**config.mk**
```make
export PLATFORM = sky130hd
export DESIGN_NAME = word_repack_32_to_27
export DESIGN_NICKNAME = d
export VERILOG_FILES = /design/src/design/wrp_pkg.sv /design/src/design/wrp_merge.sv /design/src/design/wrp_out.sv /design/src/design/word_repack_32_to_27.sv
export VERILOG_INCLUDE_DIRS = /design/src /design/src/design
export SDC_FILE = /design/constraint.sdc
export NUM_CORES = 1
export LEC_CHECK = 0
export ABC_AREA = 1
export BUFFER_PORTS_ARGS = -buffer_cell sky130_fd_sc_hd__buf_4
export CORE_MARGIN = 10
export CORE_UTILIZATION = 48
export DETAILED_ROUTE_END_ITERATION = 12
export GPL_TIMING_DRIVEN = 0
export PLACE_DENSITY = 0.74
export SLEW_MARGIN = 20
export SYNTH_ARGS = -nofsm -noshare
export SYNTH_HDL_FRONTEND = slang
export SYNTH_HIERARCHICAL = 1
export SYNTH_SLANG_ARGS = --single-unit
export TNS_END_PERCENT = 5
```
**constraint.sdc**
```tcl
create_clock -name clk_i -period 8.9 [get_ports clk_i]
set_input_delay 1.78 -clock clk_i [delete_from_list [all_inputs] [get_ports clk_i]]
set_output_delay 1.78 -clock clk_i [all_outputs]
set_load 0.02 [all_outputs]
```
**src/design/word_repack_32_to_27_defines.svh**
```systemverilog
// Assertion macros for the top-level file, which checks its own logic.
`ifndef WORD_REPACK_32_TO_27_DEFINES_SVH
`define WORD_REPACK_32_TO_27_DEFINES_SVH

// The consequent must hold in the same cycle as the antecedent.
`define WRP_ASSERT_SAME(label, clk, rst_n, ante, cons, msg) \
  label: assert property (@(posedge clk) disable iff (!rst_n) (ante) |-> (cons)) \
    else $error(msg);

// The consequent must hold in the cycle after the antecedent.
`define WRP_ASSERT_NEXT(label, clk, rst_n, ante, cons, msg) \
  label: assert property (@(posedge clk) disable iff (!rst_n) (ante) |=> (cons)) \
    else $error(msg);

`endif

```
**src/design/wrp_pkg.sv**
```systemverilog
package wrp_pkg;

  localparam int IN_W = 32;
  localparam int TBC_W = 6;

  typedef struct packed {
    logic pending;
    logic last_slice;
  } wrp_ctl_t;

  function automatic logic [TBC_W-1:0] top_bit_count(input logic [IN_W-1:0] v);
    logic [TBC_W-1:0] n;
    n = '0;
    for (int i = 0; i < IN_W; i++) begin
      if (v[i]) begin
        n = TBC_W'(i + 1);
      end
    end
    return n;
  endfunction

endpackage

```
**src/design/wrp_merge.sv**
```systemverilog
module wrp_merge #(
  parameter int OUT_WIDTH = 27
) (
  input  logic                    clk_i,
  input  logic                    rst_ni,
  input  logic [wrp_pkg::IN_W-1:0] in_word_i,
  input  logic                    in_last_i,
  input  logic                    in_valid_i,
  output logic                    in_ready_o,
  input  logic                    take_i,
  output wrp_pkg::wrp_ctl_t       ctl_o,
  output logic [OUT_WIDTH-1:0]    slice_o
);
  import wrp_pkg::*;

  localparam int BUF_W = OUT_WIDTH + IN_W - 1;
  localparam int CNT_W = $clog2(BUF_W + 1);
  localparam logic [CNT_W-1:0] OW = CNT_W'(OUT_WIDTH);

  logic [BUF_W-1:0] buf_q, buf_d, buf_s, buf_mask;
  logic [CNT_W-1:0] rem_q, rem_d, rem_s, total;
  logic             last_q, last_d;
  logic             pending, final_slice, accept;

  assign pending     = last_q ? (rem_q != '0) : (rem_q >= OW);
  assign final_slice = last_q ? (rem_q <= OW) : ((rem_q - OW) < OW);
  assign in_ready_o  = !pending || (take_i && final_slice);
  assign accept      = in_valid_i && in_ready_o;

  assign ctl_o.pending     = pending;
  assign ctl_o.last_slice  = last_q && final_slice;
  assign slice_o           = buf_q[OUT_WIDTH-1:0];

  always_comb begin
    buf_s = take_i ? (buf_q >> OUT_WIDTH) : buf_q;
    rem_s = rem_q;
    if (take_i) begin
      if (last_q) begin
        rem_s = (rem_q > OW) ? (rem_q - OW) : '0;
      end else begin
        rem_s = rem_q - OW;
      end
    end
    buf_mask = ~({BUF_W{1'b1}} << rem_s);
    total    = rem_s + CNT_W'(top_bit_count(in_word_i));
    buf_d    = buf_s;
    rem_d    = rem_s;
    last_d   = last_q;
    if (accept) begin
      buf_d  = (buf_s & buf_mask) | (BUF_W'(in_word_i) << rem_s);
      last_d = in_last_i;
      if (in_last_i) begin
        rem_d = (total == '0) ? CNT_W'(1) : total;
      end else begin
        rem_d = rem_s + CNT_W'(IN_W);
      end
    end
  end

  always_ff @(posedge clk_i or negedge rst_ni) begin
    if (!rst_ni) begin
      rem_q  <= '0;
      last_q <= 1'b0;
    end else begin
      rem_q  <= rem_d;
      last_q <= last_d;
    end
  end

  always_ff @(posedge clk_i) begin
    buf_q <= buf_d;
  end

endmodule

```
**src/design/wrp_out.sv**
```systemverilog
module wrp_out #(
  parameter int OUT_WIDTH = 27,
  parameter int DATA_W    = 32
) (
  input  logic                 clk_i,
  input  logic                 rst_ni,
  input  wrp_pkg::wrp_ctl_t    ctl_i,
  input  logic [OUT_WIDTH-1:0] slice_i,
  output logic                 take_o,
  output logic                 valid_o,
  input  logic                 ready_i,
  output logic [DATA_W-1:0]    data_o,
  output logic                 last_o
);
  import wrp_pkg::*;

  logic                 valid_q, valid_d;
  logic [OUT_WIDTH-1:0] word_q;
  logic                 last_q;

  assign take_o  = ctl_i.pending && (!valid_q || ready_i);
  assign valid_d = take_o || (valid_q && !ready_i);
  assign valid_o = valid_q;
  assign data_o  = DATA_W'(word_q);
  assign last_o  = last_q;

  always_ff @(posedge clk_i or negedge rst_ni) begin
    if (!rst_ni) begin
      valid_q <= 1'b0;
    end else begin
      valid_q <= valid_d;
    end
  end

  always_ff @(posedge clk_i) begin
    if (take_o) begin
      word_q <= slice_i;
      last_q <= ctl_i.last_slice;
    end
  end

endmodule

```
**src/design/word_repack_32_to_27.sv**
```systemverilog
// An accepted input item is registered in the merge buffer, then its slices in the output register.
// One result item per cycle while the receiver stays ready; an input item yields one to
// ceil((OUT_WIDTH + 31) / OUT_WIDTH) result items, sent through the single output register.
// Input items are taken back to back whenever the current item needs at most one more slot and the output takes it.
// Reset clears the held-over bit count, the run state and the output valid flag.
`include "word_repack_32_to_27_defines.svh"

module word_repack_32_to_27 #(
  parameter int OUT_WIDTH = 27
) (
  input  logic              clk_i,
  input  logic              rst_ni,
  input  logic              s_axis_tvalid_i,
  output logic              s_axis_tready_o,
  input  logic [31:0]       s_axis_tdata_i,   // in_word
  input  logic              s_axis_tlast_i,   // is_last
  output logic              m_axis_tvalid_o,
  input  logic              m_axis_tready_i,
  output logic [((OUT_WIDTH + 7) / 8) * 8 - 1:0] m_axis_tdata_o,   // out_word, then zero fill
  output logic              m_axis_tlast_o    // out_last
);
  import wrp_pkg::*;

  localparam int DATA_W = ((OUT_WIDTH + 7) / 8) * 8;

  wrp_ctl_t             ctl;
  logic [OUT_WIDTH-1:0] slice;
  logic                 take;

  wrp_merge #(
    .OUT_WIDTH(OUT_WIDTH)
  ) u_merge (
    .clk_i     (clk_i),
    .rst_ni    (rst_ni),
    .in_word_i (s_axis_tdata_i),
    .in_last_i (s_axis_tlast_i),
    .in_valid_i(s_axis_tvalid_i),
    .in_ready_o(s_axis_tready_o),
    .take_i    (take),
    .ctl_o     (ctl),
    .slice_o   (slice)
  );

  wrp_out #(
    .OUT_WIDTH(OUT_WIDTH),
    .DATA_W   (DATA_W)
  ) u_out (
    .clk_i  (clk_i),
    .rst_ni (rst_ni),
    .ctl_i  (ctl),
    .slice_i(slice),
    .take_o (take),
    .valid_o(m_axis_tvalid_o),
    .ready_i(m_axis_tready_i),
    .data_o (m_axis_tdata_o),
    .last_o (m_axis_tlast_o)
  );

  `WRP_ASSERT_NEXT(a_last_slice_flagged, clk_i, rst_ni, take && ctl.last_slice,
                   m_axis_tvalid_o && m_axis_tlast_o, "final slice lost its last flag")
  `WRP_ASSERT_NEXT(a_mid_slice_unflagged, clk_i, rst_ni, take && !ctl.last_slice,
                   m_axis_tvalid_o && !m_axis_tlast_o, "inner slice carries a last flag")
  `WRP_ASSERT_SAME(a_no_overwrite, clk_i, rst_ni, m_axis_tvalid_o && !m_axis_tready_i,
                   !take, "slice taken into a stalled output register")

endmodule

```
==> results.json <==
{
  "drv_cap": 0,
  "fin_tns_setup_ns": 0,
  "place_area_mm2": 0.00752,
  "hold_viol": 0,
  "core_area_mm2": 0.0138,
  "crit_path_frequent_cell": "a21oi_1",
  "route.vias.total": 7130,
  "worst_setup_path_start_kind": "primary input",
  "tritoncts": "built",
  "dieArea_mm2": 0.0192,
  "cpMaxStageDelayCell": "a22oi_2",
  "finalCritPeriodShare_pct": 58.2,
  "ctsHoldBuffers": 0,
  "yosysWarnings": 6,
  "start_util_pct": 48.8,
  "synth_edf_count": 28,
  "path_max_fanout": 25,
  "first_pass_iters": 6,
  "drcViolationCount": 0,
  "post_cts_buffers": 0,
  "dr.first_iter.drc_count": 785,
  "drive_gt1_share_pct": 16.3,
  "vias_per_cell": 5.61,
  "ys.flop_type": "dfxtp_1",
  "tightest_slew_ns": 1.07,
  "final_area_mm2": 0.00781,
  "stdcell_count": 1270,
  "fp-row-count": 43,
  "syn-cell-area_mm2": 0.00675,
  "grt_max_degree": 26,
  "period_minus_slack_ns": 5.18,
  "drt-wirelength-per-cell_um": 19.5,
  "rsz0062_at_grt": "no",
  "fin_nets": 1131,
  "clock-root-buffer": "clkbuf_16",
  "wl_um": 24700,
  "setup_violations": 0,
  "crit_required_ns": 9.18,
  "antenna_found_initial": 0,
  "syn2layout_area_growth_pct": 15.6,
  "cts-buffers-inserted": 9,
  "antenna_cells": 0,
  "skew_ns": 0.00822,
  "final_util_pct": 56.5,
  "placedCellCount": 1254,
  "critPathKind": "primary input to register",
  "cp_slowest_stage_delay_ns": 0.46,
  "postRouteAntennaNets": 0,
  "gr-usage-all-layers_pct": 24.5,
  "relSlewSlack_pct": 27.7,
  "syn_avg_cell_area_um2": 6.73,
  "clk_latency_ns": 0.35,
  "seq_area_frac_synth_pct": 32.6,
  "hpwl_um": 19900,
  "status": "finished, final reports clean",
  "cts_buffer_depth": 2,
  "hold_path.class": "register to register",
  "synth_cell_types": 50,
  "critPathCaptureType": "register",
  "h-tree-depth": 3,
  "grt_first_pass_wirelength_um": 38000,
  "grt_pass1_vias": 6748,
  "final_max_slew_viol_count": 0,
  "synth-seq-cells": 94,
  "cts-resized-gates": 0,
  "critPathArrivalTime_ns": 5.46,
  "die_x_um": 139,
  "worstPathCellList": "buf_4, inv_1, a21oi_4, buf_16, buf_4, inv_1, a22oi_2, inv_2, buf_2, buf_2, ha_1, a21oi_1, nand2_1, a21oi_1, nor2_1, nor2_1, xor2_1, o211ai_1, a21oi_1, nor3_1, a21oi_1",
  "synthCells": 1004,
  "max_freq_ghz": 0.193,
  "port_buffers": 65,
  "gp_congestion": 1.00,
  "postSynth.asyncResetShare_pct": 8.51,
  "grt_overflow": 0,
  "cts.sinks": 94,
  "io_pins": 72,
  "clkTransAtPathRegs_ns": 0.07,
  "die_h_um": 139
}
## worst paths after layout
path	slack, ns	startpoint	end	depth (start not counted)
worst max-delay path	3.72	m_axis_tready_i	u_merge/rem_q[0]	21
worst min-delay path	0.48	u_merge/buf_q[48]	u_merge/buf_q[48]	2
worst max register to register	4.10	u_merge/rem_q[0]	u_merge/rem_q[0]	26
worst min register to register	0.48	u_merge/buf_q[48]	u_merge/buf_q[48]	2
max in group asynchronous	7.54	rst_ni	u_out/valid_o	1
min in group asynchronous	1.23	rst_ni	u_merge/rem_q[4]	1
## per-stage QoR
stage / setup WS, ns / hold slack [ns]
floorplan: 3.55 / 0.448
global placement: 2.59 / 0.462
detailed placement: 3.39 / 0.469
CTS: 3.74 / 0.481
global route: 3.34 / 0.496
finish: 3.72 / 0.480
## cells in the mapped netlist, drive strengths merged, types with 6 or more instances
cell / instances / area [um2]
a21oi: 31 / 159
a22oi: 6 / 63.8
a31oi: 7 / 43.8
a32o: 9 / 90.1
buf: 72 / 473
clkbuf: 19 / 71.3
dfrtp: 8 / 200
dfxtp: 58 / 1160
edfxtp: 28 / 841
ha: 8 / 100
inv: 103 / 387
mux2i: 14 / 140
nand2: 253 / 960
nand3: 36 / 185
nor2: 118 / 473
o211ai: 9 / 67.6
o21ai: 155 / 783
o221ai: 7 / 61.3
o22ai: 10 / 62.6
o31ai: 6 / 45.0
o32ai: 15 / 131
xor2: 7 / 61.3
## routing by layer
layer | share of wire [%] | global-route usage (%) | up-vias
li1 | - | - | 3472
met1 | 42 | 30.8 | 3221
met2 | 45 | 38.9 | 364
met3 | 8.6 | 5.24 | 73
met4 | 4.8 | 12.4 | 0
met5 | 0 | 0 | -
## cell families (layout without fill, tap and decap cells)
family / Yosys count / count (layout) / synth area share, %
other: 1 / 5 / 0.0555
xor gates and xnor gates: 9 / 9 / 1.17
AOI/OAI and AO/OA: 265 / 265 / 23.6
DFF: 94 / 94 / 32.6
and+or+nand+nor: 417 / 417 / 24.8
buffers and inverters: 195 / 277 / 13.8
adders and majority gates: 9 / 9 / 1.78
muxes: 14 / 14 / 2.08
## final cells by class
cell class	count	area, um2
Tap cell	180	225
Clock buffer	9	225
Clock inverter	7	66.3
Buffer	91	544
Fill cell	1425	6020
Multi-Input combinational cell	719	3640
Inverter	104	390
Sequential cell	94	2200
Timing Repair Buffer	66	515
## state kept, by name (all words and copies together) (netlist names)
signal	count
u_merge/buf_q	58
u_out/word_q	27
u_merge/rem_q	6
u_merge/last_q	1
u_out/last_o	1
u_out/valid_o	1
## cell usage in the layout (no fill, tap or decap), drive strengths merged
master | netlist | layout
xor2 | 7 | 7
fa | 1 | 1
nor3b | 1 | 1
o32ai | 15 | 15
o221ai | 7 | 7
a221oi | 1 | 1
clkbuf | 19 | 28
o21ai | 155 | 155
inv | 103 | 106
nand4 | 1 | 1
conb | 1 | 5
nand3 | 36 | 36
o21a | 3 | 3
a22oi | 6 | 6
edfxtp | 28 | 28
xnor2 | 2 | 2
a31oi | 7 | 7
o31ai | 6 | 6
mux2i | 14 | 14
dfrtp | 8 | 8
a22o | 1 | 1
buf | 72 | 138
nor4 | 2 | 2
nor2 | 118 | 118
ha | 8 | 8
o21bai | 2 | 2
nand2 | 253 | 253
a32o | 9 | 9
o211ai | 9 | 9
a21oi | 31 | 31
nor3 | 3 | 3
o22ai | 10 | 10
a31o | 3 | 3
or2 | 3 | 3
clkinv | 1 | 3
clkinvlp | 0 | 2
dfxtp | 58 | 58
## worst max-delay path: cells and delay by family
family | cells | cell delay, ns
AND/OR/NAND/NOR | 4 | 0.31
AO/OA/AOI/OAI | 7 | 1.44
adder cells (fa/ha/maj) | 1 | 0.37
buffers and inverters | 8 | 1.25
XOR/XNOR | 1 | 0.30
Power is left out: the tool's default activity adds up to more than one toggle a clock period on the data nets, which glitch-free logic cannot reach.
